**src/bgbc_pkg.sv**
```systemverilog
`timescale 1ns / 1ps
// ----------------------------------------------------------------------------
// bgbc_pkg
// shared types, command codes and element depth helpers for the bit-granular
// block copy core
// ----------------------------------------------------------------------------
package bgbc_pkg;

  // default memory size in bytes
  localparam int MEM_BYTES_DEF = 256;

  // element count scaled to bits: up to 4095 * 32
  localparam int SCALED_W = 17;

  // highest bit index inside a byte
  localparam logic [2:0] BIT_IDX_MAX = 3'h7;

  typedef enum logic [1:0] {
    CMD_WRITE = 2'd0,
    CMD_READ  = 2'd1,
    CMD_BLIT  = 2'd2,
    CMD_NONE  = 2'd3
  } cmd_t;

  // element depth codes
  localparam logic [2:0] DEPTH_1  = 3'd0;
  localparam logic [2:0] DEPTH_4  = 3'd1;
  localparam logic [2:0] DEPTH_8  = 3'd2;
  localparam logic [2:0] DEPTH_16 = 3'd3;
  localparam logic [2:0] DEPTH_24 = 3'd4;
  localparam logic [2:0] DEPTH_32 = 3'd5;

  typedef enum logic [3:0] {
    ST_IDLE,
    ST_DECODE,
    ST_CHECK,
    ST_RD_WAIT,
    ST_RD_SRC,
    ST_LD_SRC,
    ST_RD_DST,
    ST_LD_DST,
    ST_SHIFT,
    ST_WRITE,
    ST_DONE
  } state_t;

  // element count or position times the element depth, by shift and add
  function automatic logic [SCALED_W-1:0] elem_to_bits(logic [11:0] n, logic [2:0] code);
    logic [SCALED_W-1:0] v;
    v = SCALED_W'(n);
    case (code)
      DEPTH_1:  return v;
      DEPTH_4:  return v << 2;
      DEPTH_8:  return v << 3;
      DEPTH_16: return v << 4;
      DEPTH_24: return (v << 4) + (v << 3);
      DEPTH_32: return v << 5;
      default:  return '0;
    endcase
  endfunction

  function automatic logic depth_valid(logic [2:0] code);
    case (code)
      DEPTH_1, DEPTH_4, DEPTH_8, DEPTH_16, DEPTH_24, DEPTH_32: return 1'b1;
      default: return 1'b0;
    endcase
  endfunction

endpackage

```
**src/bgbc_ram.sv**
```systemverilog
`timescale 1ns / 1ps
// ----------------------------------------------------------------------------
// bgbc_ram
// generic single write, single read memory with registered read data
// ----------------------------------------------------------------------------
module bgbc_ram #(
  parameter int WIDTH = 8,
  parameter int DEPTH = 256,
  localparam int AW = $clog2(DEPTH)
) (
  input  logic             clk,
  input  logic             we,
  input  logic [AW-1:0]    waddr,
  input  logic [WIDTH-1:0] wdata,
  input  logic             re,
  input  logic [AW-1:0]    raddr,
  output logic [WIDTH-1:0] rdata
);

  logic [WIDTH-1:0] mem [DEPTH];
  logic [WIDTH-1:0] rdata_r;

  always_ff @(posedge clk) begin
    if (we) begin
      mem[waddr] <= wdata;
    end
    if (re) begin
      rdata_r <= mem[raddr];
    end
  end

  assign rdata = rdata_r;

endmodule

```
**src/bit_granular_block_copy_core.sv**
```systemverilog
`timescale 1ns / 1ps
// ----------------------------------------------------------------------------
// bit_granular_block_copy_core
// byte memory with byte write, byte read and bit-granular blit commands
// ----------------------------------------------------------------------------
// usage:
//   one command word enters on the in_ channel (valid/ready), one result word
//   leaves on the out_ channel (valid/ready) for every command.
//   a byte write passes ST_DECODE, where memory is written, and ST_DONE; a
//   byte read passes ST_DECODE, ST_RD_WAIT and ST_DONE. a blit copies one bit
//   per cycle while both byte registers are loaded, through a source byte
//   register and a destination byte register; each source byte is fetched in
//   ST_RD_SRC and ST_LD_SRC, each destination byte in ST_RD_DST and ST_LD_DST
//   and written back in ST_WRITE; the single memory read port serialises them.
//   the copy walks upward, or downward when the destination starts above the
//   source, so overlapping regions get the source as it stood before.
//   a blit that falls off the end of memory, or has an undefined depth,
//   returns status 1 and writes nothing.
//   in_ready is high only in idle, in the cycle after the result is loaded, so a
//   new command is accepted only once the previous one has finished.
//   a finished result sits in the output register, so the next command may be
//   accepted while the receiver stalls; a command finishing behind a stalled
//   result waits. reset clears the control state; memory is undefined until
//   written.
// ----------------------------------------------------------------------------
module bit_granular_block_copy_core
  import bgbc_pkg::*;
#(
  parameter int MEM_BYTES = MEM_BYTES_DEF
) (
  input  logic        clk,
  input  logic        rst_n,
  // command channel
  input  logic        in_valid,
  output logic        in_ready,
  input  logic [1:0]  in_cmd,
  input  logic [7:0]  in_byte_addr,
  input  logic [7:0]  in_write_data,
  input  logic [10:0] in_src_pos,
  input  logic [10:0] in_dst_pos,
  input  logic [11:0] in_count,
  input  logic [2:0]  in_depth_code,
  // result channel
  output logic        out_valid,
  input  logic        out_ready,
  output logic [7:0]  out_read_data,
  output logic        out_status
);

  // byte address, bit position and check widths
  localparam int AW = $clog2(MEM_BYTES);
  localparam int PW = AW + 3;
  localparam int CW = (AW + 4 > SCALED_W + 1) ? AW + 4 : SCALED_W + 1;
  localparam logic [CW-1:0] TOTAL_BITS = CW'(MEM_BYTES * 8);

  state_t state_r, state_nxt;

  // latched command word
  logic [1:0]  cmd_r;
  logic [7:0]  addr_r;
  logic [7:0]  wdata_r;
  logic [10:0] src_r;
  logic [10:0] dst_r;
  logic [11:0] cnt_r;
  logic [2:0]  code_r;

  // blit extents in bits
  logic [SCALED_W-1:0] s0_r, s0_nxt;
  logic [SCALED_W-1:0] d0_r, d0_nxt;
  logic [SCALED_W-1:0] len_r, len_nxt;
  logic                dok_r, dok_nxt;

  // bit-serial copy datapath
  logic [PW-1:0] sbit_r, sbit_nxt;
  logic [PW-1:0] dbit_r, dbit_nxt;
  logic [PW:0]   rem_r, rem_nxt;
  logic [AW-1:0] dadr_r, dadr_nxt;
  logic [7:0]    sbyte_r, sbyte_nxt;
  logic [7:0]    dbyte_r, dbyte_nxt;
  logic          need_src_r, need_src_nxt;
  logic          need_dst_r, need_dst_nxt;
  logic          rev_r, rev_nxt;
  logic          s_edge;
  logic          d_edge;

  // result waiting for the output register
  logic [7:0] res_data_r, res_data_nxt;
  logic       res_status_r, res_status_nxt;

  // output register
  logic       out_valid_r;
  logic [7:0] out_data_r;
  logic       out_status_r;
  logic       out_load;

  // memory port
  logic          ram_we;
  logic [AW-1:0] ram_waddr;
  logic [7:0]    ram_wdata;
  logic          ram_re;
  logic [AW-1:0] ram_raddr;
  logic [7:0]    ram_rdata;

  logic in_fire;
  logic addr_ok;
  logic over;

  assign in_ready = (state_r == ST_IDLE);
  assign in_fire  = in_valid && in_ready;
  assign addr_ok  = (32'(addr_r) < MEM_BYTES);

  // region checks against the memory size
  assign over = ((CW'(s0_r) + CW'(len_r)) > TOTAL_BITS) ||
                ((CW'(d0_r) + CW'(len_r)) > TOTAL_BITS);

  // last bit of a byte in the walking direction
  assign s_edge = rev_r ? (sbit_r[2:0] == '0) : (sbit_r[2:0] == BIT_IDX_MAX);
  assign d_edge = rev_r ? (dbit_r[2:0] == '0) : (dbit_r[2:0] == BIT_IDX_MAX);

  bgbc_ram #(
    .WIDTH(8),
    .DEPTH(MEM_BYTES)
  ) u_ram (
    .clk  (clk),
    .we   (ram_we),
    .waddr(ram_waddr),
    .wdata(ram_wdata),
    .re   (ram_re),
    .raddr(ram_raddr),
    .rdata(ram_rdata)
  );

  // command word capture
  always_ff @(posedge clk) begin
    if (in_fire) begin
      cmd_r   <= in_cmd;
      addr_r  <= in_byte_addr;
      wdata_r <= in_write_data;
      src_r   <= in_src_pos;
      dst_r   <= in_dst_pos;
      cnt_r   <= in_count;
      code_r  <= in_depth_code;
    end
  end

  always_ff @(posedge clk) begin
    if (!rst_n) begin
      state_r    <= ST_IDLE;
      need_src_r <= 1'b0;
      need_dst_r <= 1'b0;
    end else begin
      state_r    <= state_nxt;
      need_src_r <= need_src_nxt;
      need_dst_r <= need_dst_nxt;
    end
  end

  always_ff @(posedge clk) begin
    s0_r         <= s0_nxt;
    d0_r         <= d0_nxt;
    len_r        <= len_nxt;
    dok_r        <= dok_nxt;
    sbit_r       <= sbit_nxt;
    dbit_r       <= dbit_nxt;
    rem_r        <= rem_nxt;
    dadr_r       <= dadr_nxt;
    sbyte_r      <= sbyte_nxt;
    dbyte_r      <= dbyte_nxt;
    rev_r        <= rev_nxt;
    res_data_r   <= res_data_nxt;
    res_status_r <= res_status_nxt;
  end

  always_comb begin
    state_nxt      = state_r;
    s0_nxt         = s0_r;
    d0_nxt         = d0_r;
    len_nxt        = len_r;
    dok_nxt        = dok_r;
    sbit_nxt       = sbit_r;
    dbit_nxt       = dbit_r;
    rem_nxt        = rem_r;
    dadr_nxt       = dadr_r;
    sbyte_nxt      = sbyte_r;
    dbyte_nxt      = dbyte_r;
    rev_nxt        = rev_r;
    need_src_nxt   = need_src_r;
    need_dst_nxt   = need_dst_r;
    res_data_nxt   = res_data_r;
    res_status_nxt = res_status_r;
    ram_we         = 1'b0;
    ram_waddr      = dadr_r;
    ram_wdata      = dbyte_r;
    ram_re         = 1'b0;
    ram_raddr      = sbit_r[PW-1:3];
    out_load       = 1'b0;

    case (state_r)
      ST_IDLE: begin
        if (in_fire) begin
          state_nxt = ST_DECODE;
        end
      end

      ST_DECODE: begin
        res_data_nxt   = '0;
        res_status_nxt = 1'b0;
        case (cmd_t'(cmd_r))
          CMD_WRITE: begin
            // write straight through, or flag an address past the end
            if (addr_ok) begin
              ram_we    = 1'b1;
              ram_waddr = AW'(addr_r);
              ram_wdata = wdata_r;
            end else begin
              res_status_nxt = 1'b1;
            end
            state_nxt = ST_DONE;
          end
          CMD_READ: begin
            if (addr_ok) begin
              ram_re    = 1'b1;
              ram_raddr = AW'(addr_r);
              state_nxt = ST_RD_WAIT;
            end else begin
              res_status_nxt = 1'b1;
              state_nxt      = ST_DONE;
            end
          end
          CMD_BLIT: begin
            // element positions and count turned into bit positions
            s0_nxt    = elem_to_bits({1'b0, src_r}, code_r);
            d0_nxt    = elem_to_bits({1'b0, dst_r}, code_r);
            len_nxt   = elem_to_bits(cnt_r, code_r);
            dok_nxt   = depth_valid(code_r);
            state_nxt = ST_CHECK;
          end
          default: begin
            state_nxt = ST_DONE;
          end
        endcase
      end

      ST_CHECK: begin
        if (!dok_r || over) begin
          res_status_nxt = 1'b1;
          state_nxt      = ST_DONE;
        end else if (len_r == '0) begin
          state_nxt = ST_DONE;
        end else begin
          // destination above source walks down from the last bit
          rev_nxt = (d0_r > s0_r);
          if (d0_r > s0_r) begin
            sbit_nxt = PW'(CW'(s0_r) + CW'(len_r) - CW'(1));
            dbit_nxt = PW'(CW'(d0_r) + CW'(len_r) - CW'(1));
          end else begin
            sbit_nxt = PW'(s0_r);
            dbit_nxt = PW'(d0_r);
          end
          // both byte registers start empty
          rem_nxt      = (PW + 1)'(len_r);
          need_src_nxt = 1'b1;
          need_dst_nxt = 1'b1;
          state_nxt    = ST_RD_SRC;
        end
      end

      ST_RD_WAIT: begin
        res_data_nxt = ram_rdata;
        state_nxt    = ST_DONE;
      end

      ST_RD_SRC: begin
        ram_re    = 1'b1;
        ram_raddr = sbit_r[PW-1:3];
        state_nxt = ST_LD_SRC;
      end

      ST_LD_SRC: begin
        sbyte_nxt    = ram_rdata;
        need_src_nxt = 1'b0;
        state_nxt    = need_dst_r ? ST_RD_DST : ST_SHIFT;
      end

      ST_RD_DST: begin
        ram_re    = 1'b1;
        ram_raddr = dbit_r[PW-1:3];
        state_nxt = ST_LD_DST;
      end

      ST_LD_DST: begin
        dbyte_nxt    = ram_rdata;
        dadr_nxt     = dbit_r[PW-1:3];
        need_dst_nxt = 1'b0;
        state_nxt    = ST_SHIFT;
      end

      ST_SHIFT: begin
        // move one bit from the source byte into the destination byte
        dbyte_nxt[dbit_r[2:0]] = sbyte_r[sbit_r[2:0]];
        sbit_nxt     = rev_r ? sbit_r - PW'(1) : sbit_r + PW'(1);
        dbit_nxt     = rev_r ? dbit_r - PW'(1) : dbit_r + PW'(1);
        rem_nxt      = rem_r - (PW + 1)'(1);
        need_src_nxt = s_edge;
        need_dst_nxt = d_edge;
        if (rem_r == (PW + 1)'(1) || d_edge) begin
          state_nxt = ST_WRITE;
        end else if (s_edge) begin
          state_nxt = ST_RD_SRC;
        end else begin
          state_nxt = ST_SHIFT;
        end
      end

      ST_WRITE: begin
        // bits of the byte outside the run come back unchanged
        ram_we    = 1'b1;
        ram_waddr = dadr_r;
        ram_wdata = dbyte_r;
        if (rem_r == '0) begin
          state_nxt = ST_DONE;
        end else if (need_src_r) begin
          state_nxt = ST_RD_SRC;
        end else begin
          state_nxt = ST_RD_DST;
        end
      end

      ST_DONE: begin
        if (!out_valid_r || out_ready) begin
          out_load  = 1'b1;
          state_nxt = ST_IDLE;
        end
      end

      default: begin
        state_nxt = ST_IDLE;
      end
    endcase
  end

  // output register, decoupled from the command side
  always_ff @(posedge clk) begin
    if (!rst_n) begin
      out_valid_r <= 1'b0;
    end else if (out_load) begin
      out_valid_r <= 1'b1;
    end else if (out_ready) begin
      out_valid_r <= 1'b0;
    end
  end

  always_ff @(posedge clk) begin
    if (out_load) begin
      out_data_r   <= res_data_r;
      out_status_r <= res_status_r;
    end
  end

  assign out_valid     = out_valid_r;
  assign out_read_data = out_data_r;
  assign out_status    = out_status_r;

endmodule
```
**config.mk**
```make
export PLATFORM = sky130hd
export DESIGN_NAME = bit_granular_block_copy_core
export DESIGN_NICKNAME = d
export VERILOG_FILES = /design/src/bgbc_pkg.sv /design/src/bgbc_ram.sv /design/src/bit_granular_block_copy_core.sv
export SDC_FILE = /design/constraint.sdc
export NUM_CORES = 2
export LEC_CHECK = 0
export BUFFER_PORTS_ARGS = -buffer_cell sky130_fd_sc_hd__clkbuf_2
export CORE_UTILIZATION = 33
export DETAILED_ROUTE_END_ITERATION = 10
export PLACE_DENSITY = 0.53
export SKIP_LAST_GASP = 1
export SLEW_MARGIN = 30
export SYNTH_ARGS = -nofsm -noshare
export SYNTH_HDL_FRONTEND = slang
export SYNTH_HIERARCHICAL = 1
export SYNTH_SLANG_ARGS = --single-unit
```
**constraint.sdc**
```tcl
create_clock -name clk -period 6.59 [get_ports clk]
set_input_delay 0.659 -clock clk [delete_from_list [all_inputs] [get_ports clk]]
set_output_delay 0.659 -clock clk [all_outputs]
set_load 0.03 [all_outputs]
```
* Word-level counts from Yosys, hierarchy flattened
Memories as Yosys holds them, arrays and structs flattened. A register that Yosys moved wholly into a read port is not among the register bits.
Index checks and enable logic that the tools add are counted.
** Word-level totals
- Flip-flop bits (word level) :: 191
- Bits in latches :: 0
- Memory bits (writable) :: 2048
- Memory bits (read-only) :: 0
- Logic and storage cells :: 162
- Memories kept :: 1
** Memories
- u_ram.mem :: depth 256, bits a word 8, read ports 1, clocked after Yosys merged registers in 1, wr ports 1, line bgbc_ram.sv:20 : logic [WIDTH-1:0] mem [DEPTH];
** Operators by class
- Add/sub/neg operators :: 12
- Multipliers :: 0
- Div/mod/pow operators :: 0
- $lt $le $gt $ge :: 6
- Eq/ne operators :: 25
- Shift operators :: 0
- Multiplexer cells :: 59
- Bitwise logic cells :: 2
- Reductions and logical operators :: 31
** Operators by type and width (number)
- one-hot mux 16 bit (6 select lines) :: 2
- one-hot mux 17 bit (6 select lines) :: 1
- 2-to-1 mux 11 bit :: 8
- one-hot mux 8 bit (2 select lines) :: 3
- one-hot mux 11 bit (2 select lines) :: 2
- one-hot mux 4 bit (11 select lines) :: 1
- subtractor 11 x 1 -> 11 bit (second input constant) :: 4
- 2-to-1 mux 8 bit :: 5
- adder 17 x 17 -> 18 bit :: 2
- greater-than comparator 18 x 12 -> 1 bit (second input constant) :: 2
- adder 15 x 14 -> 16 bit :: 2
- 2-to-1 mux 4 bit :: 8
- 2-to-1 mux 12 bit :: 2
- one-hot mux 12 bit (2 select lines) :: 1
- adder 11 x 1 -> 11 bit (second input constant) :: 2
- adder 16 x 15 -> 17 bit :: 1
- greater-than comparator 17 bit :: 1
- logical NOT 17 bit :: 1
- equality test 4 x 3 -> 1 bit (second input constant) :: 4
- 2-to-1 mux 1 bit :: 16
- equality test 12 x 1 -> 1 bit (second input constant) :: 1
- equality test 3 bit (second input constant) :: 4
- equality test 4 bit (second input constant) :: 3
- logical NOT 12 bit :: 1
- other kinds (31) :: 58

* Logic depth before layout (Yosys ltp)
- Depth after elaboration :: 6
- Mapped depth :: 18
- Depth with buffers taken out :: 12

* Hierarchy
The synthesis kept the hierarchy.
** Modules (own cells, without submodules)
- bgbc_ram :: instances 1, cells each 3733, area each 79636.4 um2
- bit_granular_block_copy_core :: instances 1, cells each 1325, area each 13544.2 um2

* Worst setup path before layout
Ideal clock, no wire load.
- Path type :: register to register
- Start :: register len_r[0]
- End :: register dbit_r[0], enable pin
- Library setup time :: 0.392 ns
- Data arrival time :: 3.898 ns
- Required time :: 6.198 ns
- Slack :: 2.301 ns
- Cell stages (with the launch flop) :: 12
- Clock period less this slack :: 4.289 ns
- Path through :: edfxtp_1 -> ha_1 -> fa_1 -> a21o_1 -> a21oi_2 -> xnor2_1 -> or3_4 -> or4_4 -> o31a_1 -> nor4_1 -> nand3b_1 -> nand2_1
** Between the ends
- Cells in the longest elaborated chain, start to end :: 6
- Elaborated cells on any way between the ends :: 10
- Those cells by class :: 2 x add/sub; 2 x order compare; 2 x eq/ne; 4 x reduce/logical
** RTL lines
- from (decl) :: line bit_granular_block_copy_core.sv:70 : logic [SCALED_W-1:0] len_r, len_nxt;
- from (signal assigned) :: line bit_granular_block_copy_core.sv:161 : len_r <= len_nxt;
- adder 17 x 17 -> 18 bit, on equally long branches
- greater-than comparator 18 x 12 -> 1 bit, on equally long branches :: line bit_granular_block_copy_core.sv:113, bit_granular_block_copy_core.sv:114
- logical OR 1 bit :: line bit_granular_block_copy_core.sv:113 : assign over = ((CW'(s0_r) + CW'(len_r)) > TOTAL_BITS) ||
- logical OR 1 bit :: line bit_granular_block_copy_core.sv:245 : if (!dok_r || over) begin
- inequality test 2 bit (no line)
- AND reduction 3 bit (no line) (*)
- to (signal assigned) :: line bit_granular_block_copy_core.sv:164 : dbit_r <= dbit_nxt;
- to (decl) :: line bit_granular_block_copy_core.sv:75 : logic [PW-1:0] dbit_r, dbit_nxt;
Mark *: on every way between the ends. The rest lies on a longest branch, timed or not.
A chain may end at the register's enable or synchronous reset.

* Final worst setup path
- Start :: register state_r[0]
- End :: register u_ram.rdata_r[4] (netlist: u_ram/rdata[4]) (read register of u_ram.mem) (data pin)
** Between the ends
- Elaborated cells on any way between the ends :: 6
- Those cells by class :: 3 x eq/ne; 2 x mux; 1 x reduce/logical
** RTL lines
- from (decl) :: line bit_granular_block_copy_core.sv:56 : state_t state_r, state_nxt;
- from (signal assigned) :: line bit_granular_block_copy_core.sv:152 : state_r <= state_nxt;
- equality test 4 x 3 -> 1 bit or equality test 4 x 1 -> 1 bit (tied branches) :: line bit_granular_block_copy_core.sv:198 : case (state_r)
- one-hot mux 8 bit (2 select lines) (*) :: line bit_granular_block_copy_core.sv:198
- via ram_raddr[0] :: line bit_granular_block_copy_core.sv:101 : logic [AW-1:0] ram_raddr;
- to (decl) :: line bgbc_ram.sv:21 : logic [WIDTH-1:0] rdata_r;
The timed path passes the listed nets; every way through them passes the cells marked *.

==> qor.yml <==
hold_path:
  min_to: "out_valid"
  min-delay-start: "out_ready"
  worstHoldPathCells: 3
  hold_class: "in2reg"
floorplan:
  ioPinCount: 70
  die-area_um2: 284000
  fp.coreArea_um2: 280000
  start_util: 0.333
  die-width_um: 533
  die_h_um: 533
  fp-row-count: 194
place:
  dpl_worst_slack_ns: 0.636
  place_hpwl_mm: 163
  routabilityCongestion: 0.834
  io_buffers: 69
yosys:
  avgSynthCellArea_um2: 18.4
  synth-edff-count: 2238
  ys_top_cells_by_area: "edfxtp_1, mux4_2, mux2i_1"
  synthArstFlopShare: 0
  synth_area_leader_cell: "edfxtp_1"
  syn-num-nets: 5234
  syn_area_um2: 93200
  synth.distinct_cells: 95
  ys.warnings.count: 6
  seq_area_frac_synth: 0.723
  synth_commonest_cells: "edfxtp_1, mux4_2, nor2_1, a21oi_1, mux2i_1"
  synth_ff_type: "edfxtp_1"
  synth_top_area_frac: 0.721
  synth_most_common_cell: "edfxtp_1"
  syn_inst: 5058
  synth_seq_cells: 2245
layout:
  fill_cells: 25600
  final_nets: 5447
  area_growth_pct: 14.0
  drive_above_1_share: 0.208
clock_tree:
  cts.sinks: 2245
  clk_pin_slew_ns: 0.06
  clockRootBuffer: "clkbuf_16"
  clk_latency_ns: 0.89
  cts_made_buffers: 220
  tritoncts: "yes"
  cts_max_path_buffers: 3
  htree_levels: 4
  cts_setup_buffers: 0
grt:
  busiest_layer: "met2"
  grt_max_degree: 136
  grt_pass1_wl_mm: 364
  grt_overflow_total: 0
  met3_usage: 0.0284
  grtUsageMet1: 0.242
  grt_pass1_vias: 49800
  use_met2: 0.283
  grt.total_usage: 0.176
  antenna_found_initial: 16
status:
  status: "finished, final reports clean"
timing:
  timing.hold.ws_ns: 0.102
  finClkSkew_ns: 0.0488
  setup_viol: 0
  relSlewSlack: 0.272
  rsz0062_at_grt: "no"
  worst_slew_pin_slew_ns: 1.09
  final-hold-violation-count: 0
  slew_violations: 0
  setup_tns_ns: 0
  fin_crit_sh: 0.922
  max_freq_ghz: 0.165
  setup_ws_ns: 0.515
  fin_crit_ns: 6.08
route:
  wl_per_cell_um: 27.6
  ant_nets: 0
  drc: 0
  vias: 49700
  wirelength_mm: 254
  drt-pass1-iter-count: 8
  drt_iter0_markers: 4960
  drt-vias-per-instance: 5.41
pwr:
  p_per_area_nw_per_um2: 366
  power_leakage_uw: 0.0335
  p_total_uw: 38900
  ir_worst_vdd_v: 0.000305
critical_path:
  cp_slowest_stage_delay_ns: 0.82
  r2r-start: "state_r[0]"
  reg2reg_depth: 12
  worst-path-buf-inv: 2
  r2r_slack_ns: 0.51
  cp_data_arrival_time_ns: 6.69
  critical_path_class: "reg2reg"
  worstSetupPathDepth: 12
  required_ns: 7.20
  crit_fanout: 29
  reg2reg_to: "u_ram/rdata[4]"
  critPathTopFamily: "simple AND/OR/NAND/NOR gates"
  path_cells: "nor2b_1, and3_1, a22oi_1, nand2_4, buf_4, mux4_2, nor2b_1, a211oi_1, nor2_1, nor4_1, buf_4, nor4_1"
  endpoint_kind: "flip-flop"
  cp_slowest_cell: "nor4_1"
  crit_path_start_kind: "flip-flop"
flow_run:
  maxCapViolations: 0
[cells by family after synthesis]
group	Yosys count	synth area share
and+or+nand+nor	816	0.0406
buffers and inverters	352	0.0208
muxes	670	0.135
AOI/OAI and AO/OA	767	0.0559
adders and majority gates	117	0.0163
DFF	2245	0.723
xor gates and xnor gates	91	0.00855
[flip-flops by register name (all words and copies together) (netlist names), 11 cells and up]
name / cells
u_ram/mem: 2048
sbit_r: 11
d0_r: 16
dst_r: 11
dbit_r: 11
rem_r: 12
src_r: 11
len_r: 17
s0_r: 16
cnt_r: 12
[worst reg2reg max path, cell delays in order (launching register included)]
cell and delay (ns):
dfxtp_1 0.54, nor2b_1 0.57, and3_1 0.56, a22oi_1 0.21
nand2_4 0.54, buf_4 0.63, mux4_2 0.63, nor2b_1 0.15
a211oi_1 0.54, nor2_1 0.28, nor4_1 0.83, buf_4 0.26
nor4_1 0.06
[cell usage in the layout, fill, tap and decap left out, types with 106 or more instances in the layout]
cell type / n
edfxtp_1: 2238
mux4_2: 466
nor2_1: 319
clkbuf_16: 221
a21oi_1: 187
mux2i_1: 180
a22oi_1: 157
nand2_1: 146
buf_4: 131
ha_1: 110
o21ai_0: 106
[cell type report]
class                      count  area [um^2]  share of cell area
antenna                        4         10.0           0.0000942
clock buffer                 260         5690              0.0535
clock inverter               154         1730              0.0163
inverter                      65          244             0.00230
multi-input combinational   2461        24300               0.228
sequential                  2245        67300               0.634
tap                         3724         4660              0.0438
timing repair buffer         278         2330              0.0219
[power breakdown]
group          leakage (uW)  total [uW]  internal (uW)  switching, uW
clock network       0.00360       12900           7310           5550
logic               0.00971        9350           3610           5740
registers            0.0202       16700          16400            305
total                0.0335       38900          27300          11600
[metal layers]
layer  wire (um)  vias to the layer above
li1            -                    21200
met1      109000                    26400
met2      120000                     1703
met3       15200                      402
met4        8770                        4
met5          17                        -
[stage by stage]
step / util / instance area (um^2) / instances
floorplan: - / 93200 / 5058
CTS: 0.379 / 106000 / 9184
global route: 0.379 / 106000 / 9190
global placement: 0.350 / 98000 / 8713
finish: 0.379 / 106000 / 9191
detailed placement: 0.350 / 98100 / 8715
[how the worst max path moves through the flow]
| stage | start | to | slack [ns] |
|---|---|---|---|
| 2_1_floorplan | len_r[0] | dbit_r[0] | 2.30 |
| 3_3_place_gp | state_r[0] | u_ram/rdata[0] | 0.21 |
| 3_5_place_dp | state_r[0] | u_ram/rdata[4] | 0.64 |
| 4_1_cts | state_r[0] | u_ram/rdata[4] | 0.60 |
| 5_1_grt | state_r[0] | u_ram/rdata[4] | 0.24 |
| 6_report | state_r[0] | u_ram/rdata[4] | 0.51 |
[timing repair]
action,in CTS,in global routing
hold endpoints to repair,55,0
gates resized for setup,0,0
hold buffers,55,0
(Power assumes the default switching activity.)
